==> src/design/npce_pkg.sv <==
`default_nettype none
// ---------------------------------------------------------------------------
// npce_pkg: shared types and constants of the nibble prefix-code encoder
// Holds the code table layout, the queue entry format and register indexes.
// ---------------------------------------------------------------------------
package npce_pkg;

    // Code table geometry.
    localparam int SYMBOL_COUNT    = 16;
    localparam int MAX_CODE_LENGTH = 15;

    // Configuration register indexes.
    localparam int REG_COUNT = 5;
    localparam logic [2:0] REG_CODES_0  = 3'd0;
    localparam logic [2:0] REG_CODES_1  = 3'd1;
    localparam logic [2:0] REG_CODES_2  = 3'd2;
    localparam logic [2:0] REG_CODES_3  = 3'd3;
    localparam logic [2:0] REG_LENGTHS  = 3'd4;

    // Five output bytes cover the largest batch one input byte can cause.
    localparam int WORD_W = 40;

    // Depth of the queue between the front and the back.
    localparam int QDEPTH = 2;

    typedef struct packed {
        logic [3:0][63:0] codes;
        logic [63:0]      lengths;
    } cfg_t;

    typedef struct packed {
        logic [WORD_W-1:0] word;
        logic [2:0]        cnt;
        logic              fin;
    } entry_t;

endpackage : npce_pkg
`default_nettype wire

==> src/design/nibble_prefix_code_encoder_top.sv <==
`default_nettype none
// ---------------------------------------------------------------------------
// nibble_prefix_code_encoder_top: static prefix-code encoder, 4-bit symbols
// Encodes each input byte as two codewords and packs them into bytes.
// ---------------------------------------------------------------------------
// Usage:
// The input side is a queue write port: a transaction completes on a rising
// edge with push high and full low, carrying raw_byte and final_item. The
// output side is a queue read port: while empty is low the oldest result is
// on packed_byte, run_end and stream_done, and a transaction completes on a
// rising edge with pop high and empty low.
// One input transaction yields zero to five output bytes. The front end
// takes a new byte every cycle while the queue has room; the back end emits
// one byte per cycle while pop is high, so the sustained rate is set by the
// output port. The first byte of an item is written into the batch queue,
// then loaded into the back end's output register, where it can be taken.
// A two-entry queue of batches separates both ends, so input keeps flowing
// while the receiver stalls until the queue fills; then full rises until
// pop frees space.
// Reset clears the carried partial byte, the queue, the output valid flag
// and the code tables, making every code length zero. The code tables are
// written through the APB port (64-bit registers at byte addresses 0, 8,
// 16, 24 and 32) while the encoder is idle; pready is always high.
// ---------------------------------------------------------------------------
module nibble_prefix_code_encoder_top (
    input  wire logic        clk,
    input  wire logic        rst_n,
    // Configuration port
    input  wire logic        psel,
    input  wire logic        penable,
    input  wire logic        pwrite,
    input  wire logic [5:0]  paddr,
    input  wire logic [63:0] pwdata,
    output logic [63:0]      prdata,
    output logic             pready,
    // Input channel
    input  wire logic        push,
    output logic             full,
    input  wire logic [7:0]  raw_byte,
    input  wire logic        final_item,
    // Output channel
    output logic             empty,
    input  wire logic        pop,
    output logic [7:0]       packed_byte,
    output logic             run_end,
    output logic             stream_done
);
    import npce_pkg::*;

    cfg_t   cfg;
    entry_t f_entry;
    entry_t q_data;
    logic   f_push;
    logic   q_full;
    logic   q_empty;
    logic   q_pop;
    logic   accept;

    // An input transaction is taken whenever the batch queue has room.
    assign full   = q_full;
    assign accept = push && !q_full;

    npce_cfg u_cfg (
        .clk     (clk),
        .rst_n   (rst_n),
        .psel    (psel),
        .penable (penable),
        .pwrite  (pwrite),
        .paddr   (paddr),
        .pwdata  (pwdata),
        .prdata  (prdata),
        .pready  (pready),
        .cfg     (cfg)
    );

    // The front end packs the codewords and drops batches with no bytes.
    npce_front u_front (
        .clk        (clk),
        .rst_n      (rst_n),
        .cfg        (cfg),
        .accept     (accept),
        .raw_byte   (raw_byte),
        .final_item (final_item),
        .q_push     (f_push),
        .q_entry    (f_entry)
    );

    npce_fifo u_fifo (
        .clk     (clk),
        .rst_n   (rst_n),
        .wr_en   (f_push),
        .wr_data (f_entry),
        .rd_en   (q_pop),
        .rd_data (q_data),
        .full    (q_full),
        .empty   (q_empty)
    );

    // The back end holds the current batch and serves as the output register.
    npce_back u_back (
        .clk         (clk),
        .rst_n       (rst_n),
        .q_empty     (q_empty),
        .q_data      (q_data),
        .q_pop       (q_pop),
        .empty       (empty),
        .pop         (pop),
        .packed_byte (packed_byte),
        .run_end     (run_end),
        .stream_done (stream_done)
    );

endmodule : nibble_prefix_code_encoder_top
`default_nettype wire

==> src/design/npce_cfg.sv <==
`default_nettype none
// ---------------------------------------------------------------------------
// npce_cfg: configuration register file
// APB-style write and read access to the code table and the length table.
// ---------------------------------------------------------------------------
module npce_cfg (
    input  wire logic          clk,
    input  wire logic          rst_n,
    input  wire logic          psel,
    input  wire logic          penable,
    input  wire logic          pwrite,
    input  wire logic [5:0]    paddr,
    input  wire logic [63:0]   pwdata,
    output logic [63:0]        prdata,
    output logic               pready,
    output npce_pkg::cfg_t     cfg
);
    import npce_pkg::*;

    cfg_t       cfg_reg;
    cfg_t       cfg_next;
    logic [2:0] idx;
    logic       wr_en;

    assign idx    = paddr[5:3];
    assign wr_en  = psel && penable && pwrite;
    assign pready = 1'b1;
    assign cfg    = cfg_reg;

    always_comb
    begin
        cfg_next = cfg_reg;
        if (wr_en)
        begin
            if (idx == REG_LENGTHS)
            begin
                cfg_next.lengths = pwdata;
            end
            else if (idx < REG_LENGTHS)
            begin
                cfg_next.codes[idx[1:0]] = pwdata;
            end
        end
    end

    always_comb
    begin
        unique case (idx)
            REG_CODES_0: prdata = cfg_reg.codes[0];
            REG_CODES_1: prdata = cfg_reg.codes[1];
            REG_CODES_2: prdata = cfg_reg.codes[2];
            REG_CODES_3: prdata = cfg_reg.codes[3];
            REG_LENGTHS: prdata = cfg_reg.lengths;
            default:     prdata = 64'd0;
        endcase
    end

    always_ff @(posedge clk or negedge rst_n)
    begin
        if (!rst_n)
        begin
            cfg_reg <= '0;
        end
        else
        begin
            cfg_reg <= cfg_next;
        end
    end

endmodule : npce_cfg
`default_nettype wire

==> src/design/npce_front.sv <==
`default_nettype none
// ---------------------------------------------------------------------------
// npce_front: symbol lookup and bit packing
// Appends both nibble codewords to the carried partial byte and forms a
// batch of output bytes for the back end.
// ---------------------------------------------------------------------------
module npce_front (
    input  wire logic            clk,
    input  wire logic            rst_n,
    input  wire npce_pkg::cfg_t  cfg,
    input  wire logic            accept,
    input  wire logic [7:0]      raw_byte,
    input  wire logic            final_item,
    output logic                 q_push,
    output npce_pkg::entry_t     q_entry
);
    import npce_pkg::*;

    logic [2:0]        fill_reg;
    logic [2:0]        fill_next;
    logic [6:0]        resid_reg;
    logic [6:0]        resid_next;
    logic [3:0]        len0;
    logic [3:0]        len1;
    logic [15:0]       code0;
    logic [15:0]       code1;
    logic [4:0]        shift1;
    logic [5:0]        total;
    logic [2:0]        nfull;
    logic              flush;
    logic [WORD_W-1:0] word;
    logic [WORD_W-1:0] rest;

    function automatic logic [3:0] len_of(input cfg_t c, input logic [3:0] s);
        logic [3:0] l;
        l = c.lengths[{s, 2'b00} +: 4];
        if (32'(l) > MAX_CODE_LENGTH)
        begin
            l = 4'(MAX_CODE_LENGTH);
        end
        return l;
    endfunction

    function automatic logic [15:0] code_of(input cfg_t c, input logic [3:0] s,
                                            input logic [3:0] l);
        logic [15:0] w;
        w = c.codes[s[3:2]][{s[1:0], 4'b0000} +: 16];
        return w & ~(16'hFFFF << l);
    endfunction

    assign len0   = len_of(cfg, raw_byte[3:0]);
    assign len1   = len_of(cfg, raw_byte[7:4]);
    assign code0  = code_of(cfg, raw_byte[3:0], len0);
    assign code1  = code_of(cfg, raw_byte[7:4], len1);
    assign shift1 = 5'(fill_reg) + 5'(len0);
    assign total  = 6'(shift1) + 6'(len1);
    assign nfull  = total[5:3];
    assign flush  = final_item && (total[2:0] != 3'd0);

    // Carried bits sit at the bottom; new code bits follow in stream order.
    assign word = {33'd0, resid_reg}
                | ({24'd0, code0} << fill_reg)
                | ({24'd0, code1} << shift1);
    assign rest = word >> {nfull, 3'b000};

    assign q_entry.word = word;
    assign q_entry.cnt  = nfull + {2'b00, flush};
    assign q_entry.fin  = final_item;
    assign q_push       = accept && (q_entry.cnt != 3'd0);

    always_comb
    begin
        fill_next  = fill_reg;
        resid_next = resid_reg;
        if (accept)
        begin
            if (final_item)
            begin
                fill_next  = 3'd0;
                resid_next = 7'd0;
            end
            else
            begin
                fill_next  = total[2:0];
                resid_next = rest[6:0];
            end
        end
    end

    always_ff @(posedge clk or negedge rst_n)
    begin
        if (!rst_n)
        begin
            fill_reg  <= 3'd0;
            resid_reg <= 7'd0;
        end
        else
        begin
            fill_reg  <= fill_next;
            resid_reg <= resid_next;
        end
    end

endmodule : npce_front
`default_nettype wire

==> src/design/npce_fifo.sv <==
`default_nettype none
// ---------------------------------------------------------------------------
// npce_fifo: batch queue
// Short queue of byte batches between the front end and the back end.
// ---------------------------------------------------------------------------
module npce_fifo (
    input  wire logic              clk,
    input  wire logic              rst_n,
    input  wire logic              wr_en,
    input  wire npce_pkg::entry_t  wr_data,
    input  wire logic              rd_en,
    output npce_pkg::entry_t       rd_data,
    output logic                   full,
    output logic                   empty
);
    import npce_pkg::*;

    localparam int PtrW = (QDEPTH > 1) ? $clog2(QDEPTH) : 1;

    entry_t          mem [QDEPTH];
    logic [PtrW-1:0] wr_ptr_reg;
    logic [PtrW-1:0] wr_ptr_next;
    logic [PtrW-1:0] rd_ptr_reg;
    logic [PtrW-1:0] rd_ptr_next;
    logic [PtrW:0]   count_reg;
    logic [PtrW:0]   count_next;
    logic            do_wr;
    logic            do_rd;

    assign full    = (count_reg == (PtrW+1)'(QDEPTH));
    assign empty   = (count_reg == '0);
    assign do_wr   = wr_en && !full;
    assign do_rd   = rd_en && !empty;
    assign rd_data = mem[rd_ptr_reg];

    function automatic logic [PtrW-1:0] bump(input logic [PtrW-1:0] p);
        return (32'(p) == QDEPTH - 1) ? '0 : p + 1'b1;
    endfunction

    always_comb
    begin
        wr_ptr_next = do_wr ? bump(wr_ptr_reg) : wr_ptr_reg;
        rd_ptr_next = do_rd ? bump(rd_ptr_reg) : rd_ptr_reg;
        count_next  = count_reg + (PtrW+1)'(do_wr) - (PtrW+1)'(do_rd);
    end

    always_ff @(posedge clk)
    begin
        if (do_wr)
        begin
            mem[wr_ptr_reg] <= wr_data;
        end
    end

    always_ff @(posedge clk or negedge rst_n)
    begin
        if (!rst_n)
        begin
            wr_ptr_reg <= '0;
            rd_ptr_reg <= '0;
            count_reg  <= '0;
        end
        else
        begin
            wr_ptr_reg <= wr_ptr_next;
            rd_ptr_reg <= rd_ptr_next;
            count_reg  <= count_next;
        end
    end

endmodule : npce_fifo
`default_nettype wire

==> src/design/npce_back.sv <==
`default_nettype none
// ---------------------------------------------------------------------------
// npce_back: byte emitter
// Takes one batch at a time from the queue and presents its bytes in order.
// ---------------------------------------------------------------------------
module npce_back (
    input  wire logic              clk,
    input  wire logic              rst_n,
    input  wire logic              q_empty,
    input  wire npce_pkg::entry_t  q_data,
    output logic                   q_pop,
    output logic                   empty,
    input  wire logic              pop,
    output logic [7:0]             packed_byte,
    output logic                   run_end,
    output logic                   stream_done
);
    import npce_pkg::*;

    logic [WORD_W-1:0] word_reg;
    logic [WORD_W-1:0] word_next;
    logic [2:0]        left_reg;
    logic [2:0]        left_next;
    logic              fin_reg;
    logic              fin_next;
    logic              valid_reg;
    logic              valid_next;
    logic              last;
    logic              take;

    assign last        = (left_reg == 3'd1);
    assign take        = pop && valid_reg;
    assign q_pop       = !q_empty && (!valid_reg || (take && last));
    assign empty       = !valid_reg;
    assign packed_byte = word_reg[7:0];
    assign run_end     = last;
    assign stream_done = last && fin_reg;

    always_comb
    begin
        word_next  = word_reg;
        left_next  = left_reg;
        fin_next   = fin_reg;
        valid_next = valid_reg;
        if (q_pop)
        begin
            word_next  = q_data.word;
            left_next  = q_data.cnt;
            fin_next   = q_data.fin;
            valid_next = 1'b1;
        end
        else if (take)
        begin
            if (last)
            begin
                valid_next = 1'b0;
            end
            else
            begin
                word_next = {8'd0, word_reg[WORD_W-1:8]};
                left_next = left_reg - 3'd1;
            end
        end
    end

    always_ff @(posedge clk)
    begin
        word_reg <= word_next;
        fin_reg  <= fin_next;
    end

    always_ff @(posedge clk or negedge rst_n)
    begin
        if (!rst_n)
        begin
            left_reg  <= 3'd0;
            valid_reg <= 1'b0;
        end
        else
        begin
            left_reg  <= left_next;
            valid_reg <= valid_next;
        end
    end

endmodule : npce_back
`default_nettype wire

==> config.mk <==
export PLATFORM = sky130hd
export DESIGN_NAME = nibble_prefix_code_encoder_top
export DESIGN_NICKNAME = d
export VERILOG_FILES = /design/src/design/npce_pkg.sv /design/src/design/nibble_prefix_code_encoder_top.sv /design/src/design/npce_cfg.sv /design/src/design/npce_front.sv /design/src/design/npce_fifo.sv /design/src/design/npce_back.sv
export SDC_FILE = /design/constraint.sdc
export NUM_CORES = 1
export LEC_CHECK = 0
export ABC_AREA = 0
export ABC_CLOCK_PERIOD_IN_PS = 13800
export BUFFER_PORTS_ARGS = -buffer_cell sky130_fd_sc_hd__buf_2
export CORE_MARGIN = 5
export CORE_UTILIZATION = 55
export CTS_BUF_LIST = sky130_fd_sc_hd__clkbuf_16
export DETAILED_ROUTE_END_ITERATION = 16
export HOLD_SLACK_MARGIN = 0.02
export PLACE_DENSITY = 0.82
export SLEW_MARGIN = 20
export SYNTH_ARGS = -nofsm -noshare
export SYNTH_HDL_FRONTEND = slang
export SYNTH_SLANG_ARGS = --single-unit
==> constraint.sdc <==
create_clock -name clk -period 13.8 [get_ports clk]
set_input_delay 1.38 -clock clk [delete_from_list [all_inputs] [get_ports clk]]
set_output_delay 1.38 -clock clk [all_outputs]
set_load 0.05 [all_outputs]
# After elaboration in Yosys (flattened, before gate mapping)
# Memories as Yosys holds them, arrays and structs flattened.
# Index checks and enable logic that the tools add are counted.
# classes
muxes	23
reduce_logical	26
shift	9
n_eq_ne	7
n_addsub	8
n_bitwise	7
order_cmp	5
# ops
op	count
case mux 64 bit (5 select lines)	1
binary-select mux 64 bit (select 2 bit)	2
bitwise mux 256 bit	1
2-to-1 mux 64 bit	3
demux 64 bit (select 2 bit)	1
variable part select 64 x 7 -> 16 bit	2
variable part select 64 x 7 -> 4 bit	2
2-to-1 mux 40 bit	3
bitwise OR 40 bit	1
bitwise OR 7 x 40 -> 40 bit	1
left shift 16 x 3 -> 40 bit	1
left shift 16 x 5 -> 40 bit	1
>> shifter 40 x 6 -> 7 bit	1
bitwise AND 16 bit	2
inverter 16 bit	2
left shift 16 x 4 -> 16 bit, first input constant	2
logical AND 1 bit	12
2-to-1 mux 3 bit	4
< comparator 2 x 3 -> 1 bit, second input constant	3
2-to-1 mux 1 bit	7
2-to-1 mux 7 bit	1
adder 5 x 4 -> 6 bit	1
== test 3 x 1 -> 1 bit, second input constant	2
== test 3 x 2 -> 1 bit, second input constant	2
other kinds (20)	27
# totals
register_bits	379
memories	1
output_inout_bits	77
mem_bits_rw	88
word_cells	100
in_bits	86
# mem_list
name	words	width	rd	rd_ports_with_merged_regs	write_ports	line_no	source
u_fifo.mem	2	44	1	0	1	npce_fifo.sv:20	entry_t mem [QDEPTH];

# Longest topological paths before layout
# logic_depth
depth_word	11
depth_mapped	27
ltp_nobuf	21

# Modules after synthesis
# Synthesis repeated with hierarchy kept, for this count alone.
# hier_totals
hier_cells	2081
hier_area_um2	28531.1
# modules_own_cells
mod	cells_per_inst	seq_area_each_um2	area_per_inst_um2	instances
npce_cfg	919	8007.7	14342.5	1
npce_front	879	250.2	8423.1	1
npce_fifo	155	2742.6	3575.9	1
npce_back	127	1331.3	2175.8	1
nibble_prefix_code_encoder_top	1	0.0	13.8	1

# Least setup slack after synthesis
# OpenSTA, ideal clock, no wires.
# synth_timing
kind	input to register
start	in raw_byte[0]
end	mem u_fifo.mem[0][0] (netlist bit), enable pin
setup_slack_ps	4135
n_path_buf	5
required_ps	13300
arrival_ps	9165
stages	22
setup_ps	500
path_cell_list	buf_2 > buf_4 > mux4_2 > a22oi_4 > nand2_2 > ha_1 > fa_1 > xnor2_1 > inv_1 > clkbuf_1 > clkbuf_1 > ha_1 > nand3_1 > nand2_1 > xnor2_1 > inv_1 > clkbuf_1 > ha_1 > ha_1 > xor2_1 > nor3_1 > nor3_1
# synth_lines
element	line_no	source
from (decl)	nibble_prefix_code_encoder_top.sv:39	input wire logic [7:0] raw_byte,
to (decl)	npce_fifo.sv:20	

==> impl_results.md <==
- Synth top area share: 30.4%
- Final Slew Violations: 0
- Drt pass-1 iters: 6
- Placed Area: 28,900 µm²
- Layout cells sized above 1: 37.7%
- Setup crit start kind: input port
- Register area share after synthesis: 44.3%
- Unrepaired setup endpoints after global routing: no
- Vias: 21.3k
- Setup CP Type: input port to flip-flop
- Area grow syn2layout: 9.86%
- Clock Skews: 0.0343 ns
- Combinational power share: 38.3%
- CTS tree: done
- Setup Fix Bufs, Post-CTS: 0
- Synth cell count leaders: mux2_2 (404), dfrtp_1 (338), a22oi_1 (152)
- Fin area: 30,600 µm²
- R2R setup slack: 7.07 ns
- Largest net degree at the start of global routing: 106
- Die H: 235 µm
- Final hold violations: 0
- Grt ovf: 0
- WP data arrival: 8.33 ns
- Initial DRC Count: 2,825
- Via count of the first global-routing pass: 21.0k
- Clk Latency, worst-skew pair: 0.62 ns
- Final worst slack: 5.75 ns
- Most common cell in the netlist: mux2_2
- Max-slew headroom: 23.2%
- Die width: 235 µm
- Core region area: 50,200 µm²
- Root buf cell: clkbuf_16
- Pwr dens: 182 nW/µm²
- Placer Congestion: 1.02
- CP Max Fanout: 43
- Cell total after placement: 2,871
- Clock Path Buffers: 3
- Vias per Instance: 7.18
- Hold buffer count at CTS: 0
- Leakage power: 0.0126 µW
- Post-synth ARST share: 72.4%
- Synth Area per Inst: 12.7 µm²
- Cell Rows: 82
- # DRC: 0
- Warnings, synthesis: 0
- Synthesized flop and latch total: 467
- Hold Crit Class: flip-flop to flip-flop
- # resized after CTS: 0
- Setup TNS: 0 ns
- Reg clk slew, reported paths: 0.06 ns
- Peak supply drop: 0.117 mV
- Net Sw Frac: 38.6%
- Final setup viols: 0
- Worst Max-Slew Pin Slew: 1.15 ns
- WL/cell: 30.1 µm
- Max FFs per register: 320
- Final period util: 58.3%
- Post-synth cell types: 96
- Max capacitance violation total: 0
- Post-synth top flop: dfrtp_1
- Synth Instances: 2,190
- Initial Util: 55.5%
- Syn Nets: 2,292
- Gr usage total: 31.5%
- Int Pwr: 3430 µW
- Die area: 55,200 µm²
- H-tree levels: 2
- Post-DP HPWL: 59,900 µm
- Ports: 163
- Min Tclk post-route: 8.05 ns
- Clock share of power: 23.5%
- Finished Layout Cells: 2,972
- EDFF count, synth: 129
- Post-route ant nets: 0
- Initial antenna violation count: 10
- Post-layout util: 61.0%
- Flop pwr share: 38.3%
- CTS sink cnt: 467
- Worst slack, placed: 4.93 ns
- Critical path endpoint category: flip-flop
- Outcome: complete, no violations
- Area contributors post-synth: dfrtp_1 (30%), mux2_2 (16%), edfxtp_1 (14%)
- Syn Std Cell Area: 27,800 µm²
- Fin nets: 2,354
- Number of buffers added on ports: 158
- First-pass GRT wire length: 136,000 µm
- Switch Pwr: 2150 µW
- F_max: 124 MHz
- Inserted Clock Buffers: 49
- Synth area leader: dfrtp_1
- Worst EP required: 14.08 ns
- WL final: 89,500 µm
[cell type report]
cell class                 instances  area [µm²]
timing repair buffer             196        1140
multi-input combinational       1511       14600
antenna                           12        30.0
tap                              672         841
clock buffer                      50        1250
clock inverter                    37         309
inverter                          27         101
fill                            3753       19600
sequential                       467       12300
[layer usage]
metal	part of all wire [%]	track usage (%)
met1	37	42.0
met2	47	50.1
met3	10	6.58
met4	5.7	14.4
met5	0.058	0
[layout by cell type, fill, tap and decap left out, drive strengths merged, types with 10 or more instances in the layout]
cell	Yosys	final
ha	14	14
o221ai	13	13
o21ai	46	46
diode	0	12
a221oi	12	12
buf	68	196
nor2b	12	12
nand2b	10	10
a21oi	72	72
clkinv	2	14
nor2	112	112
nand3	26	26
nand2	71	71
and2	17	17
mux4	138	138
inv	25	45
mux2	410	410
o211ai	10	10
nor3	22	22
dfrtp	338	338
clkbuf	117	50
mux2i	130	130
a22o	17	17
o22ai	79	79
edfxtp	129	129
a22oi	154	154
[critical path, stage by stage]
cell and delay (ns):
buf_4 0.51, buf_4 0.79, mux4_2 0.44, mux2i_1 0.30, mux2_4 0.29, inv_1 0.07
ha_1 0.33, a21oi_1 0.25, xnor2_2 0.14, buf_4 0.30, inv_1 0.44, ha_1 0.49
xnor2_1 0.16, buf_4 0.24, inv_1 0.29, ha_1 0.31, ha_1 0.20, xor2_1 0.23
nor3_1 0.11, nor2_1 0.22, and2_2 0.44, buf_12 0.26
[final timing paths]
| check | start | endpoint | cells past startpoint |
|---|---|---|---|
| max | raw_byte[2] | u_fifo.mem[1][24]$_DFFE_PP_ | 22 |
| min | u_cfg.cfg[175]$_DFFE_PN0P_ | u_cfg.cfg[175]$_DFFE_PN0P_ | 1 |
| max reg2reg | u_cfg.cfg[4]$_DFFE_PN0P_ | u_fifo.mem[1][24]$_DFFE_PP_ | 21 |
| min reg2reg | u_cfg.cfg[175]$_DFFE_PN0P_ | u_cfg.cfg[175]$_DFFE_PN0P_ | 1 |
| max in group asynchronous | rst_n | u_cfg.cfg[30]$_DFFE_PN0P_ | 2 |
| min in group asynchronous | rst_n | u_fifo.count_reg[0]$_DFF_PN0_ | 1 |
[power by group through the flow]
stage	combinational (µW)	sequential, µW	clock (µW)
3_5_place_dp	2070	2150	0
4_1_cts	2090	2130	1320
6_report	2130	2130	1310
2_1_floorplan	1520	2050	0
3_3_place_gp	2040	2110	0
5_1_grt	2260	2170	1380
[logic make-up (layout without fill, tap and decap cells)]
| logic type | Yosys count | after routing | share of synthesized area (%) |
|---|---|---|---|
| buf+inv | 212 | 310 | 3.69 |
| simple gates | 302 | 302 | 5.05 |
| flops | 467 | 467 | 44.3 |
| fa+ha+maj | 16 | 16 | 0.773 |
| other cells | 1 | 13 | 0.0135 |
| xor+xnor | 11 | 11 | 0.440 |
| compound gates | 503 | 503 | 13.1 |
| mux | 678 | 678 | 32.7 |
[stage by stage]
step                total power [µW]  hold slack [ns]
finish                          5580            0.506
global route                    5810            0.524
CTS                             5540            0.509
detailed placement              4220            0.497
global placement                4150            0.481
floorplan                       3570            0.456
(Power assumes the default switching activity.)
